## config.mk

```make
export PLATFORM = sky130hd
export DESIGN_NAME = argb_alpha_over_blend
export DESIGN_NICKNAME = d
export VERILOG_FILES = /design/src/sv/abob_pkg.sv /design/src/sv/abob_prep.sv /design/src/sv/abob_div_cell.sv /design/src/sv/argb_alpha_over_blend.sv
export VERILOG_INCLUDE_DIRS = /design/src /design/src/sv
export SDC_FILE = /design/constraint.sdc
export NUM_CORES = 2
export LEC_CHECK = 0
export BUFFER_PORTS_ARGS = -buffer_cell sky130_fd_sc_hd__buf_2
export CORE_MARGIN = 8
export CORE_UTILIZATION = 40
export DETAILED_ROUTE_END_ITERATION = 8
export PLACE_DENSITY = 0.57
export SLEW_MARGIN = 40
export SYNTH_ARGS = -nofsm -noshare
export SYNTH_HDL_FRONTEND = slang
export SYNTH_SLANG_ARGS = --single-unit
```

## constraint.sdc

```tcl
create_clock -name clk -period 15.13 [get_ports clk]
set_input_delay 1.513 -clock clk [delete_from_list [all_inputs] [get_ports clk]]
set_output_delay 1.513 -clock clk [all_outputs]
set_load 0.03 [all_outputs]
```

## src/sv/assert_macros.svh

```systemverilog
// assertion macros shared by the alpha blend rtl
// expects clk and arst_n in the scope of each use
`ifndef ASSERT_MACROS_SVH
`define ASSERT_MACROS_SVH

// same-cycle implication, off while in reset
`define ASSERT_IMPL(label, ante, cons, msg) \
	label: assert property (@(posedge clk) disable iff (!arst_n) (ante) |-> (cons)) \
		else $error(msg);

// next-cycle implication, off while in reset
`define ASSERT_NEXT(label, ante, cons, msg) \
	label: assert property (@(posedge clk) disable iff (!arst_n) (ante) |=> (cons)) \
		else $error(msg);

`endif

```

## src/sv/abob_pkg.sv

```systemverilog
// shared types and constants for the argb over blend pipeline
// no dependencies
package abob_pkg;

	localparam int CH_W  = 8;   // bits per channel
	localparam int CH_N  = 3;   // color channels: 0 red, 1 green, 2 blue
	localparam int DEN_W = 16;  // denominator, at most 255*255
	localparam int NUM_W = 24;  // numerator, below 256 * denominator
	localparam int QUO_W = 8;   // quotient bits, one divider cell each

	localparam logic [CH_W-1:0] CH_MAX = 8'd255;

	typedef struct packed {
		logic [CH_W-1:0] a;
		logic [CH_W-1:0] r;
		logic [CH_W-1:0] g;
		logic [CH_W-1:0] b;
	} argb_t;

	// payload handed from cell to cell
	typedef struct packed {
		logic                        bypass;
		logic [CH_W-1:0]             alpha;
		logic [DEN_W-1:0]            den;
		logic [CH_N-1:0][NUM_W-1:0]  rem;
		logic [CH_N-1:0][CH_W-1:0]   quo;
	} cell_data_t;

endpackage

```

## src/sv/abob_prep.sv

```systemverilog
// front end of the blend pipeline: weights, products and sums in three stages
// depends on abob_pkg and assert_macros.svh
`include "assert_macros.svh"
module abob_prep (
	input  logic                 clk,
	input  logic                 arst_n,
	input  logic                 pix_valid,
	output logic                 pix_ready,
	input  abob_pkg::argb_t      back_px,
	input  abob_pkg::argb_t      front_px,
	output logic                 cell_valid,
	input  logic                 cell_ready,
	output abob_pkg::cell_data_t cell_data
);
	import abob_pkg::*;

	logic ready_s1, ready_s2, ready_s3;
	logic valid_s1, valid_s2, valid_s3;

	// stage 1 registers
	logic                       byp_s1;
	argb_t                      bpx_s1;
	logic [DEN_W-1:0]           fa255_s1;
	logic [DEN_W-1:0]           w_s1;
	logic [CH_N-1:0][CH_W-1:0]  fc_s1;
	logic [CH_N-1:0][CH_W-1:0]  bc_s1;

	// stage 2 registers
	logic                       byp_s2;
	argb_t                      bpx_s2;
	logic [DEN_W-1:0]           den_s2;
	logic [CH_N-1:0][NUM_W-1:0] pf_s2;
	logic [CH_N-1:0][NUM_W-1:0] pb_s2;

	// stage 3 register
	cell_data_t                 data_s3;

	logic                       byp_c;
	argb_t                      bpx_c;
	logic [DEN_W:0]             alpha_sum;
	cell_data_t                 data_c;

	// ready ripples back through empty stages
	assign ready_s3  = !valid_s3 || cell_ready;
	assign ready_s2  = !valid_s2 || ready_s3;
	assign ready_s1  = !valid_s1 || ready_s2;
	assign pix_ready = ready_s1;

	always_ff @(posedge clk or negedge arst_n) begin
		if (!arst_n) begin
			valid_s1 <= 1'b0;
			valid_s2 <= 1'b0;
			valid_s3 <= 1'b0;
		end else begin
			if (ready_s1) valid_s1 <= pix_valid;
			if (ready_s2) valid_s2 <= valid_s1;
			if (ready_s3) valid_s3 <= valid_s2;
		end
	end

	// special cases: clear front shows back, clear back or opaque front shows front
	always_comb begin
		byp_c = (front_px.a == '0) || (back_px.a == '0) || (front_px.a == CH_MAX);
		bpx_c = (front_px.a == '0) ? back_px : front_px;
	end

	// stage 1: front weight and back weight
	always_ff @(posedge clk) begin
		if (ready_s1) begin
			byp_s1   <= byp_c;
			bpx_s1   <= bpx_c;
			fa255_s1 <= DEN_W'(front_px.a) * DEN_W'(CH_MAX);
			w_s1     <= DEN_W'(back_px.a) * DEN_W'(CH_MAX - front_px.a);
			fc_s1    <= {front_px.b, front_px.g, front_px.r};
			bc_s1    <= {back_px.b, back_px.g, back_px.r};
		end
	end

	// stage 2: per-channel products and the denominator
	always_ff @(posedge clk) begin
		if (ready_s2) begin
			byp_s2 <= byp_s1;
			bpx_s2 <= bpx_s1;
			den_s2 <= fa255_s1 + w_s1;
			for (int ch = 0; ch < CH_N; ch++) begin
				pf_s2[ch] <= NUM_W'(fc_s1[ch]) * NUM_W'(fa255_s1);
				pb_s2[ch] <= NUM_W'(bc_s1[ch]) * NUM_W'(w_s1);
			end
		end
	end

	// stage 3 comb: numerators, alpha as den/255, bypass pixel preloaded
	always_comb begin
		alpha_sum = {1'b0, den_s2} + (DEN_W+1)'(1) + (DEN_W+1)'(den_s2 >> CH_W);
		data_c.bypass = byp_s2;
		data_c.den    = den_s2;
		data_c.alpha  = byp_s2 ? bpx_s2.a : alpha_sum[2*CH_W-1:CH_W];
		for (int ch = 0; ch < CH_N; ch++) begin
			data_c.rem[ch] = pf_s2[ch] + pb_s2[ch];
		end
		data_c.quo = byp_s2 ? {bpx_s2.b, bpx_s2.g, bpx_s2.r} : '0;
	end

	always_ff @(posedge clk) begin
		if (ready_s3) data_s3 <= data_c;
	end

	assign cell_valid = valid_s3;
	assign cell_data  = data_s3;

	`ASSERT_IMPL(a_den_nonzero, valid_s3 && !data_s3.bypass, data_s3.den != '0,
		"blend stage holds a zero denominator")
	`ASSERT_NEXT(a_s1_held, valid_s1 && !ready_s2, valid_s1,
		"stage 1 beat dropped while downstream stalled")

endmodule

```

## src/sv/abob_div_cell.sv

```systemverilog
// one restoring-division cell: settles quotient bit SHIFT of every channel
// depends on abob_pkg and assert_macros.svh
`include "assert_macros.svh"
module abob_div_cell #(
	parameter int SHIFT = abob_pkg::QUO_W - 1
) (
	input  logic                 clk,
	input  logic                 arst_n,
	input  logic                 up_valid,
	output logic                 up_ready,
	input  abob_pkg::cell_data_t up_data,
	output logic                 dn_valid,
	input  logic                 dn_ready,
	output abob_pkg::cell_data_t dn_data
);
	import abob_pkg::*;

	logic       valid_q;
	cell_data_t data_q;
	cell_data_t next_c;
	logic [NUM_W-1:0] dsh;

	assign up_ready = !valid_q || dn_ready;

	// trial subtract of the shifted divisor, skipped for bypass beats
	always_comb begin
		next_c = up_data;
		dsh    = NUM_W'(up_data.den) << SHIFT;
		for (int ch = 0; ch < CH_N; ch++) begin
			if (!up_data.bypass && (up_data.rem[ch] >= dsh)) begin
				next_c.rem[ch]        = up_data.rem[ch] - dsh;
				next_c.quo[ch][SHIFT] = 1'b1;
			end
		end
	end

	always_ff @(posedge clk or negedge arst_n) begin
		if (!arst_n) begin
			valid_q <= 1'b0;
		end else if (up_ready) begin
			valid_q <= up_valid;
		end
	end

	always_ff @(posedge clk) begin
		if (up_ready) data_q <= next_c;
	end

	assign dn_valid = valid_q;
	assign dn_data  = data_q;

	`ASSERT_IMPL(a_rem_below_div, valid_q && !data_q.bypass,
		(data_q.rem[0] < (NUM_W'(data_q.den) << SHIFT)) &&
		(data_q.rem[1] < (NUM_W'(data_q.den) << SHIFT)) &&
		(data_q.rem[2] < (NUM_W'(data_q.den) << SHIFT)),
		"partial remainder not below shifted divisor")
	`ASSERT_NEXT(a_cell_held, valid_q && !dn_ready, valid_q && $stable(data_q),
		"divider cell beat changed while stalled")

endmodule

```

## src/sv/argb_alpha_over_blend.sv

```systemverilog
// argb_alpha_over_blend: porter-duff over of two straight-alpha argb8888 pixels
//
// input channel pix_valid / pix_ready carries one beat of a back and a front
// pixel; output channel res_valid / res_ready carries one composited pixel.
// a beat is taken at a clock edge with valid and ready both high.
//
// the path runs through three front-end stages (weights, products, sums) and
// a chain of eight divider cells, each settling one quotient bit of red,
// green and blue with one 24-bit trial subtract. the last cell is the output
// register. throughput is one pixel per cycle while res_ready stays high: each
// stage loads whenever it is empty or its successor moves, so bubbles close
// up under back-pressure. while res_ready is low the result holds steady;
// pix_ready drops only once every stage holds a beat.
//
// reset (arst_n low) empties every stage; nothing else needs clearing.
// depends on abob_pkg, abob_prep and abob_div_cell
module argb_alpha_over_blend (
	input  logic                       clk,
	input  logic                       arst_n,
	input  logic                       pix_valid,
	output logic                       pix_ready,
	input  logic [abob_pkg::CH_W-1:0]  back_alpha,
	input  logic [abob_pkg::CH_W-1:0]  back_red,
	input  logic [abob_pkg::CH_W-1:0]  back_green,
	input  logic [abob_pkg::CH_W-1:0]  back_blue,
	input  logic [abob_pkg::CH_W-1:0]  front_alpha,
	input  logic [abob_pkg::CH_W-1:0]  front_red,
	input  logic [abob_pkg::CH_W-1:0]  front_green,
	input  logic [abob_pkg::CH_W-1:0]  front_blue,
	output logic                       res_valid,
	input  logic                       res_ready,
	output logic [abob_pkg::CH_W-1:0]  out_alpha,
	output logic [abob_pkg::CH_W-1:0]  out_red,
	output logic [abob_pkg::CH_W-1:0]  out_green,
	output logic [abob_pkg::CH_W-1:0]  out_blue
);
	import abob_pkg::*;

	argb_t      back_px, front_px;
	logic       link_valid [QUO_W+1];
	logic       link_ready [QUO_W+1];
	cell_data_t link_data  [QUO_W+1];

	assign back_px  = '{a: back_alpha,  r: back_red,  g: back_green,  b: back_blue};
	assign front_px = '{a: front_alpha, r: front_red, g: front_green, b: front_blue};

	abob_prep u_prep (
		.clk        (clk),
		.arst_n     (arst_n),
		.pix_valid  (pix_valid),
		.pix_ready  (pix_ready),
		.back_px    (back_px),
		.front_px   (front_px),
		.cell_valid (link_valid[0]),
		.cell_ready (link_ready[0]),
		.cell_data  (link_data[0])
	);

	// divider chain, most significant quotient bit first
	for (genvar i = 0; i < QUO_W; i++) begin : g_cell
		abob_div_cell #(
			.SHIFT (QUO_W - 1 - i)
		) u_cell (
			.clk      (clk),
			.arst_n   (arst_n),
			.up_valid (link_valid[i]),
			.up_ready (link_ready[i]),
			.up_data  (link_data[i]),
			.dn_valid (link_valid[i+1]),
			.dn_ready (link_ready[i+1]),
			.dn_data  (link_data[i+1])
		);
	end

	// result beat straight from the last cell
	assign res_valid         = link_valid[QUO_W];
	assign link_ready[QUO_W] = res_ready;
	assign out_alpha         = link_data[QUO_W].alpha;
	assign out_red           = link_data[QUO_W].quo[0];
	assign out_green         = link_data[QUO_W].quo[1];
	assign out_blue          = link_data[QUO_W].quo[2];

endmodule
```

After elaboration in Yosys (flattened, before gate mapping)
Index checks and enable logic that the tools add are counted.
{ "word_totals": {"reg_bits": 1317, "inputBits": 68, "output_inout_bits": 34} }
{ "classes": {"muxes": 23, "reduce_logical": 58, "magnitude_cmp": 24, "mul": 8, "addsub": 28, "eq_ne": 1} }
{ "ops": {"columns": ["op", "count"], "rows": [
  ["$mux 24", 21],
  ["$mul 8x16->24", 6],
  ["$add 24x24->24", 3],
  ["$ge 24x16->1", 3],
  ["$ge 24x17->1", 3],
  ["$ge 24x18->1", 3],
  ["$ge 24x19->1", 3],
  ["$ge 24x20->1", 3],
  ["$ge 24x21->1", 3],
  ["$ge 24x22->1", 3],
  ["$ge 24x23->1", 3],
  ["$sub 24x17->24", 3],
  ["$sub 24x18->24", 3],
  ["$sub 24x19->24", 3],
  ["$sub 24x20->24", 3],
  ["$sub 24x21->24", 3],
  ["$sub 24x22->24", 3],
  ["$sub 24x23->24", 3],
  ["$mux 32", 1],
  ["$logic_and 1x1->1", 24],
  ["$logic_not 1->1", 19],
  ["$add 16x1->16 const B", 1],
  ["$add 16x16->16", 1],
  ["$add 16x8->16", 1],
  ["other kinds (7)", 20]
]} }

Logic depth before layout (Yosys ltp)
{ "logic_depth": {"word_depth": 12, "ltp_mapped": 20, "ltp_nobuf": 19} }

Modules after synthesis
Synthesis repeated with hierarchy kept, for this count alone.
{ "unflattened": {"hier_cells": 9475, "hier_area_um2": 103292.8} }
{ "by_module_without_submodules": {"columns": ["module", "area_each_um2", "instances", "cells_each", "seq_area_each_um2"], "rows": [
  ["abob_prep", 46718.6, 1, 4504, 12897.4],
  ["abob_div_cell at g_cell[7].u_cell", 7263.2, 1, 676, 3658.5],
  ["abob_div_cell at g_cell[5].u_cell", 7240.7, 1, 632, 3658.5],
  ["abob_div_cell at g_cell[6].u_cell", 7153.1, 1, 643, 3658.5],
  ["abob_div_cell at g_cell[0].u_cell", 7049.3, 1, 587, 3658.5],
  ["abob_div_cell at g_cell[3].u_cell", 7026.7, 1, 605, 3658.5],
  ["abob_div_cell at g_cell[4].u_cell", 6991.7, 1, 589, 3658.5],
  ["abob_div_cell at g_cell[2].u_cell", 6969.2, 1, 628, 3658.5],
  ["abob_div_cell at g_cell[1].u_cell", 6880.3, 1, 611, 3658.5]
]} }

Worst setup path before layout
Ideal clock, no wire load.
{ "synth_timing": {"path_type": "input port to flip-flop", "start": "input res_ready", "end": "register u_prep.bpx_s2[0] (netlist bit) (enable)", "slack_ps": -30, "t_arrival_ps": 13127, "path_stages": 6, "path_cell_list": "nor2b_1 -> nand2_1 -> nor2_1 -> nand3_1 -> nor2_1 -> nand3_1"} }
{ "synth_via": {"elab_chain_cells": 10} }
{ "synth_rtl": {"columns": ["element", "line", "source"], "rows": [
  ["start, declared", "argb_alpha_over_blend.sv:31", "input logic res_ready,"],
  ["$logic_or 1x1->1 (2 in series)", "abob_div_cell.sv:23", "assign up_ready = !valid_q || dn_ready;"],
  ["named net g_cell[5].u_cell.dn_ready", "abob_div_cell.sv:13", "input logic dn_ready,"],
  ["$logic_or 1x1->1 (5 in series)", "abob_div_cell.sv:23", null],
  ["named net g_cell[0].u_cell.dn_ready", "abob_div_cell.sv:13", null],
  ["$logic_or 1x1->1", "abob_div_cell.sv:23", null],
  ["$logic_or 1x1->1", "abob_prep.sv:44", "assign ready_s3 = !valid_s3 || cell_ready;"],
  ["$logic_or 1x1->1", "abob_prep.sv:45", "assign ready_s2 = !valid_s2 || ready_s3;"],
  ["named net u_prep.ready_s2", "abob_prep.sv:17", "logic ready_s1, ready_s2, ready_s3;"],
  ["end signal, assigned", "abob_prep.sv:83", "bpx_s2 <= bpx_s1;"],
  ["end, declared", "abob_prep.sv:30", "argb_t bpx_s2;"]
]} }
The timed path passes the listed nets, and every way through them passes these cells.
A chain may end at the register's enable or synchronous reset.

Final worst setup path
{ "layout_timing": {"start": "input res_ready", "end": "output pix_ready"} }
{ "layout_via": {"elab_chain_cells": 11} }
{ "layout_rtl": {"columns": ["element", "line", "source"], "rows": [
  ["$logic_or 1x1->1 (2 in series)", "abob_div_cell.sv:23", null],
  ["named net g_cell[5].u_cell.dn_ready", "abob_div_cell.sv:13", null],
  ["$logic_or 1x1->1 (5 in series)", "abob_div_cell.sv:23", null],
  ["named net g_cell[0].u_cell.dn_ready", "abob_div_cell.sv:13", null],
  ["$logic_or 1x1->1", "abob_div_cell.sv:23", null],
  ["$logic_or 1x1->1", "abob_prep.sv:44", null],
  ["$logic_or 1x1->1", "abob_prep.sv:45", null],
  ["$logic_or 1x1->1", "abob_prep.sv:46", "assign ready_s1 = !valid_s1 || ready_s2;"],
  ["end, declared", "argb_alpha_over_blend.sv:21", "output logic pix_ready,"]
]} }
The timed path passes the listed nets, and every way through them passes these cells.

==> metrics.csv <==
stage,metric,value,unit
timing,max_slew headroom,0.366,
timing,RSZ-0062 raised after global routing,no,
finish,synth-to-layout area growth,10.1,%
finish,post-layout util,0.442,
setup_path,max incr delay on CP,0.70,ns
drt,Avg WL per Cell,21.2,um
timing,Max Clock Skew,0.0491,ns
setup_path,Worst path depth,10,
floorplan,die footprint,254000,um^2
timing,Worst Max-Slew Pin Slew,0.943,ns
setup_path,FF-to-FF End,u_prep.pb_s2[23],
global_routing,largest net degree at the start of global routing,74,
placed_design,hpwl dp,205000,um
clocking,clock-pin slew on the worst setup and hold paths,0.06,ns
clocking,cts repair resizes,0,
setup_path,kind of critical path,in2out,
setup_path,crit path launch,res_ready,
yosys,"Top FF cell, synth",edfxtp_1,
global_routing,GR Layer Usage met3,0.0255,
timing,fin crit share,0.412,
global_routing,vias in the first global route,65327,
global_routing,Total GRT Usage,0.195,
setup_path,CP startpoint kind,primary input,
setup_path,Crit path max-delay family,simple AND/OR/NAND/NOR gates,
yosys,"Seq/Total Area, Yosys",0.414,
status,outcome,"finished, final reports clean",
placed_design,placed inst area,99800,um^2
clocking,CTS H-tree lvls,4,
setup_path,Crit-path slowest cell,nor2_1,
timing,Slew Limit Fails,0,
global_routing,GRT met1 Usage,0.230,
finish,share of cells above drive strength 1,0.0793,
global_routing,most crowded layer after global routing,met2,
min_path,hold depth,0,
drt,1st-iter DRT viols,3780,
drt,routed vias,62427,
setup_path,RR Startpoint,u_prep.w_s1[5],
global_routing,met2 Use GR,0.349,
timing,Final Setup Violations,0,
yosys,syn nets,10025,
yosys,"Avg Cell Area, Syn",11.2,um^2
clocking,total setup buffers inserted after CTS,0,
setup_path,CP max FO,62,
timing,clock period minus worst slack,6.23,ns
floorplan,Ports,102,
setup_path,cell breakdown of the critical path,buf_2 -> nor2b_1 -> nand2_4 -> nor2_1 -> nand3_4 -> buf_4 -> nor2_1 -> nand4_1 -> buf_4 -> buf_2,
clocking,clock latency on the worst-skew pair,0.81,ns
yosys,ys async rst share,0.00835,
timing,setup TNS,0,ns
floorplan,starting density of the core,0.401,
setup_path,worst path bufs/invs,4,
clocking,hold-fix buffers at CTS,0,
setup_path,Worst Setup EP,pix_ready,
setup_path,CP endpoint kind,output port,
clocking,CTS tree,done,
floorplan,Die Ht,504,um
timing,hold slack final,0.406,ns
timing,Final Hold Vio Count,0,
clocking,Longest Clk Path Bufs,3,
global_routing,initial antenna violation count,13,
finish,post-route cell area,105000,um^2
floorplan,Die X,504,um
drt,Pre-Repair DR Iteration Count,5,
yosys,Synth Instances,8546,
drt,Detail Route Antenna Nets,0,
placed_design,# port buffers,101,
yosys,"Cell Area, Synth",95300,um^2
min_path,Hold Crit Class,reg2reg,
yosys,Seq cells post-synth,1317,
timing,Fmax,160,MHz
clocking,CTS Root Cell,clkbuf_16,
finish,Final Net Count,10143,
clocking,Clock Sinks,1317,
clocking,total CTS buffers,146,
setup_path,Critical Path RT,13.62,ns
yosys,Post-synth EDFFs,1306,
floorplan,Core ar.,237000,um^2
setup_path,reg-to-reg setup timing slack,9.34,ns
global_routing,grt ovf,0,
setup_path,path depth of the worst reg2reg path,19,
global_routing,first-pass GRT wire length,386000,um
drt,final WL,254000,um
drt,DRC Markers,0,
finish,fill cell count,21931,
floorplan,row cnt,179,
flow_run,Max Cap Viol,0,
placed_design,final RePlAce weighted congestion,0.910,
yosys,Yosys Warn Count,0,
setup_path,Worst EP arrival,4.72,ns
drt,post-DR vias/cell,5.23,
finish,Ant. Diodes,0,
yosys,post-synth cell types,89,
worst min-delay path by stage:
| stage | startpoint | end | slack, ns |
|---|---|---|---|
| after floorplan | u_prep.cell_data[0] | g_cell[0].u_cell.dn_data[0] | 0.40 |
| after global placement | u_prep.cell_data[22] | g_cell[0].u_cell.dn_data[22] | 0.40 |
| after detailed placement | u_prep.cell_data[20] | g_cell[0].u_cell.dn_data[20] | 0.40 |
| after CTS | g_cell[3].u_cell.dn_data[118] | g_cell[4].u_cell.dn_data[118] | 0.40 |
| after global routing | g_cell[6].u_cell.dn_data[17] | g_cell[7].u_cell.dn_data[17] | 0.41 |
| final | g_cell[6].u_cell.dn_data[17] | g_cell[7].u_cell.dn_data[17] | 0.41 |
layout by cell type, fill, tap and decap left out, types with 23 or more instances in the layout:
cell,Yosys,layout
nand4_1,66,66
o21bai_1,58,56
nor2b_1,143,143
a31oi_1,42,41
or2_2,38,38
mux2_2,185,185
xor2_1,194,194
nor2_1,371,370
o21ai_0,357,357
o21a_1,72,72
inv_1,987,984
clkbuf_1,193,25
clkinv_2,0,26
fa_1,595,595
bufinv_16,0,23
xnor2_1,353,353
and2_1,688,688
buf_2,11,101
clkbuf_16,0,146
o211ai_1,30,30
a21oi_1,434,428
edfxtp_1,1306,1306
ha_1,816,816
buf_4,0,61
nor4_1,37,37
a211oi_1,47,45
o31ai_1,38,36
or3_1,42,42
and3_1,37,37
nand2b_1,114,114
a21o_1,196,196
nand2_1,508,505
nand3_1,98,95
nor3_1,129,128
state kept, by name (all words and copies together) (netlist names):
register	cells
u_prep.pb_s2	72
u_prep.bpx_s1	32
u_prep.bpx_s2	32
g_cell.u_cell.dn_valid	8
u_prep.bc_s1	24
u_prep.valid_s2	1
u_prep.cell_valid	1
g_cell.u_cell.dn_data	879
u_prep.cell_data	121
u_prep.valid_s1	1
u_prep.den_s2	16
u_prep.byp_s2	1
u_prep.w_s1	16
u_prep.pf_s2	72
u_prep.fa255_s1	16
u_prep.fc_s1	24
u_prep.byp_s1	1
layout make-up:
type / instances / area, um^2 / share of cell area
Tap cell: 3167 / 3960 / 0.0378
Timing Repair Buffer: 178 / 1170 / 0.0111
Multi-Input combinational cell: 6033 / 51500 / 0.491
Clock inverter: 92 / 1340 / 0.0128
Inverter: 988 / 3710 / 0.0354
Clock buffer: 172 / 3760 / 0.0358
Sequential cell: 1317 / 39500 / 0.376
routing by layer:
| layer | routed length [um] | part of all wire | vias up |
|---|---|---|---|
| li1 | - | - | 30043 |
| met1 | 104000 | 0.41 | 30562 |
| met2 | 126000 | 0.50 | 1310 |
| met3 | 8880 | 0.035 | 506 |
| met4 | 15300 | 0.060 | 6 |
| met5 | 37 | 0.00015 | - |
worst register-to-register path: stages, from the launching register on:
cell,delay [ns]
edfxtp_1,0.50
buf_4,0.33
nand2_1,0.15
fa_1,0.52
fa_1,0.55
inv_1,0.05
fa_1,0.47
inv_1,0.05
fa_1,0.47
inv_1,0.04
ha_1,0.33
and4_1,0.23
o311a_1,0.11
nor2_2,0.17
o221ai_1,0.19
a2111oi_0,0.48
nor3_1,0.17
a2111oi_2,0.41
a21oi_1,0.15
xnor2_1,0.14
cell usage after synthesis, types with 37 or more instances:
master	instances	area share
xnor2_1	353	0.032
nand4_1	66	0.0043
or3_1	42	0.0028
and2_1	688	0.045
o21a_1	72	0.0057
nand3_1	98	0.0051
clkbuf_1	193	0.0076
mux2_2	185	0.022
xor2_1	194	0.018
o31ai_1	38	0.0030
nor3_1	129	0.0068
edfxtp_1	1306	0.41
a211oi_1	47	0.0037
nor2b_1	143	0.0094
nand2b_1	114	0.0075
o21bai_1	58	0.0046
nand2_1	508	0.020
a31oi_1	42	0.0028
nor2_1	371	0.015
a21o_1	196	0.015
nor4_1	37	0.0024
a21oi_1	434	0.023
o21ai_0	357	0.019
ha_1	816	0.11
or2_2	38	0.0025
fa_1	595	0.12
and3_1	37	0.0024
inv_1	987	0.039
cell families after synthesis:
kind of cell             count (synthesis)  synth area share
AO/OA/AOI/OAI                         1515             0.101
XOR/XNOR                               547            0.0503
adder cells (fa/ha/maj)               1411             0.232
buffers and inverters                 1196            0.0474
flip-flops                            1317             0.414
multiplexers                           208            0.0246
AND/OR/NAND/NOR                       2352             0.130
through the flow:
stage | setup slack (ns) | instances
CTS | 8.85 | 11947
detailed placement | 8.74 | 11683
floorplan | 1.22 | 8546
global placement | 8.82 | 11676
finish | 8.90 | 11947
global route | 8.65 | 11947
Power is left out: the tool's default activity adds up to more than one toggle a clock period on the data nets, which glitch-free logic cannot reach.
